[src/hdl/bjct_pkg.sv]
// Shared types and constants for the blocked jump count table.
package bjct_pkg;
   localparam int MAX_POSITIONS = 4096;
   localparam int REG_W = 13;
   localparam int POS_W = 12;
   localparam int LEN_W = 16;
   localparam int HOP_W = 13;
   localparam logic [HOP_W-1:0] HOP_MAX = 13'd8191;

   localparam logic [REG_W-1:0] ACTIVE_RST = 13'd4096;
   localparam logic [REG_W-1:0] BLOCK_RST  = 13'd64;

   localparam logic [1:0] OP_LOAD   = 2'd0;
   localparam logic [1:0] OP_BUILD  = 2'd1;
   localparam logic [1:0] OP_UPDATE = 2'd2;
   localparam logic [1:0] OP_QUERY  = 2'd3;

   localparam logic [0:0] CSR_ACTIVE = 1'b0;
   localparam logic [0:0] CSR_BLOCK  = 1'b1;

   // controller to datapath
   typedef struct packed {
      logic start;     // latch beat, init walk
      logic step;      // walk cycle: advance the table walk
      logic is_build;
   } cmd_type;

   // datapath to controller
   typedef struct packed {
      logic store_only; // load, or any op with nothing to walk
      logic walk_done;  // last entry processed this cycle
   } sts_type;
endpackage

[src/hdl/bjct_ctrl.sv]
// Controller: sequences start, walk and result beat.
module bjct_ctrl
   import bjct_pkg::*;
(
   input  logic       clock,
   input  logic       reset,
   input  logic       in_valid,
   output logic       in_ready,
   input  logic [1:0] in_op,
   output logic       out_valid,
   input  logic       out_ready,
   output cmd_type    cmd,
   input  sts_type    sts
);
   localparam logic [1:0] S_IDLE = 2'd0;
   localparam logic [1:0] S_INIT = 2'd1;
   localparam logic [1:0] S_WALK = 2'd2;
   localparam logic [1:0] S_OUT  = 2'd3;

   logic [1:0] state_ff, state_in;
   logic       query_ff, query_in;

   assign in_ready  = (state_ff == S_IDLE);
   assign out_valid = (state_ff == S_OUT);

   always_comb begin
      state_in = state_ff;
      query_in = query_ff;
      cmd = '0;
      case (state_ff)
         S_IDLE: begin
            if (in_valid) begin
               cmd.start = 1'b1;
               query_in = (in_op == OP_QUERY);
               cmd.is_build = (in_op == OP_BUILD);
               state_in = S_INIT;
            end
         end
         S_INIT: begin
            // walk bounds are set here from the registered beat
            if (sts.store_only) state_in = query_ff ? S_OUT : S_IDLE;
            else state_in = S_WALK;
         end
         S_WALK: begin
            cmd.step = 1'b1;
            if (sts.walk_done) state_in = query_ff ? S_OUT : S_IDLE;
         end
         S_OUT: begin
            if (out_ready) state_in = S_IDLE;
         end
         default: state_in = S_IDLE;
      endcase
   end

   always_ff @(posedge clock) begin
      if (reset) begin
         state_ff <= S_IDLE;
         query_ff <= 1'b0;
      end else begin
         state_ff <= state_in;
         query_ff <= query_in;
      end
   end
endmodule

[config.mk]
export PLATFORM = sky130hd
export DESIGN_NAME = bjct_ctrl
export DESIGN_NICKNAME = d
export VERILOG_FILES = /design/src/hdl/bjct_pkg.sv /design/src/hdl/bjct_ctrl.sv
export SDC_FILE = /design/constraint.sdc
export NUM_CORES = 1
export LEC_CHECK = 0
export ABC_AREA = 1
export ABC_CLOCK_PERIOD_IN_PS = 1090
export BUFFER_PORTS_ARGS = -buffer_cell sky130_fd_sc_hd__buf_2
export CAP_MARGIN = 10
export CORE_AREA = 2 2 39 41
export DETAILED_ROUTE_END_ITERATION = 10
export DIE_AREA = 0 0 41 43
export PLACE_DENSITY = 0.48
export SKIP_LAST_GASP = 1
export SLEW_MARGIN = 20
export SYNTH_ARGS = -nofsm -noshare
export SYNTH_HDL_FRONTEND = slang
export SYNTH_SLANG_ARGS = --single-unit
[constraint.sdc]
create_clock -name clock -period 1.09 [get_ports clock]
set_clock_uncertainty 0.15 [all_clocks]
set_input_delay 0 -clock clock [delete_from_list [all_inputs] [get_ports clock]]
set_output_delay 0 -clock clock [all_outputs]
set_load 0.05 [all_outputs]
==> metrics.yaml <==
logic_synthesis:
  synth.area.top_cells: "dfxtp_1 (26%), nand2_1 (18%), inv_1 (13%), nor2_1 (13%), nor2_4 (4.9%)"
  yosys-top-cells-count: "nand2_1 (11), inv_1 (8), nor2_1 (8), dfxtp_1 (3), nand3_1 (2)"
  synthesis.nets: 48
  yosysTopAreaCellShare: 0.264
  ys.warnings.count: 0
  synthArstFlopShare: 0
  yosys.cell_types.count: 13
  syn-cell-area_sq_um: 228
  post-synth-top-count-cell: "nand2_1"
  yosys.area.top_type: "dfxtp_1"
  ys.flop_type: "dfxtp_1"
  synth_seq_cells: 3
  ys_seq_area_frac: 0.264
  synthCells: 40
  syn_avg_cell_area_sq_um: 5.69
  synth-edff-count: 0
power:
  p_seq_frac: 0.179
  p_switching_w: 0.000358
  comb_power_share: 0.605
  p_per_area_mw_per_mm2: 1640
  p_sw_frac: 0.410
  p_leak_nw: 0.278
  power_w: 0.000875
  pwr-share-clk: 0.216
  internal-power_w: 0.000516
  irDropWorstVdd_v: 0.00105
drt:
  drtIter0Drc: 10
  routed.top_layer: "met3"
  ant_nets: 0
  wire_per_inst_um: 8.13
  wl_met1_um: 300
  wl_met2_um: 329
  via_per_inst: 3.88
  wl_met3_um: 45
  drc: 0
  vias: 322
  drt_wl_total_um: 675
  drt_first_pass_iters: 2
timing:
  finalMaxSlewViolations: 0
  grt_setup_unrepaired: "yes"
  setup_viol: 7
  hold_violations: 0
  tightest_slew_ps: 148
  finalCritPeriodShare: 1.18
  fin_crit_ps: 1280
  finalWorstSetupSlack_ps: -194
  fmax_mhz: 779
  relSlewSlack: 0.901
clock_tree:
  path_clk_slew_ps: 40
  clk_path_buf_depth: 2
  numCtsBuffers: 3
  cts_tree: "built"
  clockRootBuffer: "clkbuf_4"
  clkLatencyLatePin_ps: 230
  clock-sinks: 3
  h-tree-depth: 1
setup_path:
  r2r_start: "state_ff[0]"
  critical_path_arrival_ps: 1130
  critPathLaunch: "state_ff[1]"
  worst_setup_path_start_kind: "flip-flop"
  rr_worst_depth: 6
  cp-end-kind: "output port"
  cp.buffers_inverters: 2
  path_cells: "nor2_4 -> nand2_2 -> clkinvlp_4 -> nand2_2 -> nor2_4 -> buf_8"
  critPathTopFamily: "simple AND/OR/NAND/NOR gates"
  path_max_fanout: 3
  critical_path_depth: 6
  cpPeakStageDelay_ps: 330
  cp.required_ps: 940
  critical_path_class: "flip-flop to output port"
  critPathSlowestCell: "dfxtp_2"
floorplan:
  boundaryPins: 13
  fp-row-count: 14
  core_sq_mm: 0.00138
  die_area_sq_mm: 0.00176
  die_w_um: 41
  fp.dieH_um: 43
  start_util: 0.165
placed_design:
  dpl_cell_area_sq_um: 362
  dp_cells: 72
  gp_congestion: 0.617
  portBuffers: 12
  dpl.hpwl_um: 458
global_routing:
  grt_pass1_vias: 287
  antenna_found_initial: 0
  overflow: 0
  grt_max_degree: 6
  track_usage: 0.0872
  grt_pass1_wl_um: 1040
status:
  violations: "negative setup slack"
  status: "complete, but fails checks"
finish:
  layout-drive-gt1-share: 0.537
  syn_to_final_growth_pct: 134
  n_antenna_cell: 0
  final_cells: 83
  post-route-util: 0.384
  stdcell_area_sq_um: 532
  layout.nets: 76
worst_hold_path:
  hold_depth: 5
  hold_start: "in_valid"
  hp-class: "input port to flip-flop"
job:
  cap_violations: 0
==> logic make-up after synthesis <==
| family | Yosys count | share of synthesized area |
|---|---|---|
| AOI/OAI and AO/OA | 1 | 0.0220 |
| buffers and inverters | 9 | 0.148 |
| and+or+nand+nor | 27 | 0.566 |
| DFF | 3 | 0.264 |
==> stage by stage <==
| step | worst slack (ps) | setup TNS [ps] | hold WS (ps) |
|---|---|---|---|
| 2_1_floorplan | -483 | -918 | -96.6 |
| 3_3_place_gp | -40.1 | -40.1 | 21.4 |
| 3_5_place_dp | -44.0 | -47.4 | 30.2 |
| 4_1_cts | -205 | -608 | 0.531 |
| 5_1_grt | -244 | -725 | 45.9 |
| 6_report | -194 | -421 | 30.0 |
==> path summary, 6_finish.rpt <==
path | end | slack (ps)
worst min register to register | query_ff | 350
worst max-delay path | cmd[0] | -190
worst max register to register | state_ff[0] | -10
worst min-delay path | state_ff[1] | 30
==> placed cells by master (no fill, tap or decap), types with 3 or more instances in the layout <==
cell type / netlist / final
nand2_1: 11 / 8
inv_1: 8 / 6
buf_8: 0 / 5
nor2_4: 1 / 3
buf_6: 0 / 3
dlygate4sd3_1: 0 / 4
buf_2: 0 / 7
nor2_1: 8 / 6
clkbuf_4: 0 / 3
buf_4: 0 / 4
==> repair_timing <==
item,4_1_cts,5_1_grt
gates resized for setup,13,13
endpoints found under the setup margin,7,8
pin swaps,9,7
buffers inserted,2,1
hold endpoints to repair,3,0
gates cloned,0,0
hold buffers,4,0
==> worst min-delay path: stages <==
cell     delay, ps
buf_2          110
inv_1           90
nand2_4         60
nand2_1         50
nor2_1          40
==> registers in the layout (all words and copies together), names as in the netlist <==
signal	cells
query_ff	1
state_ff	2
==> power by group through the flow <==
| stage | sequential [W] | combinational (W) | clock (W) |
|---|---|---|---|
| 6_report | 0.000157 | 0.000529 | 0.000188 |
| 4_1_cts | 0.000156 | 0.000467 | 0.000196 |
| 5_1_grt | 0.000158 | 0.000565 | 0.000208 |
| 3_3_place_gp | 0.000155 | 0.000377 | 0 |
| 3_5_place_dp | 0.000155 | 0.000378 | 0 |
| 2_1_floorplan | 0.000164 | 0.000245 | 0 |
==> layout make-up <==
class | count | area (sq um)
repair buffers | 23 | 214
fillers | 146 | 852
well taps | 16 | 20.0
multi-input cells | 28 | 166
inverters | 9 | 40.0
flip-flops and latches | 3 | 65.1
clock buffers | 4 | 26.3
==> per-layer routing <==
metal / up-vias / track usage
met2: 11 / 0.138
met4: 0 / 0.0200
met3: 0 / 0.0471
met5: - / 0
li1: 175 / -
met1: 136 / 0.0990
Note: power is estimated with default switching activity, not from simulation.
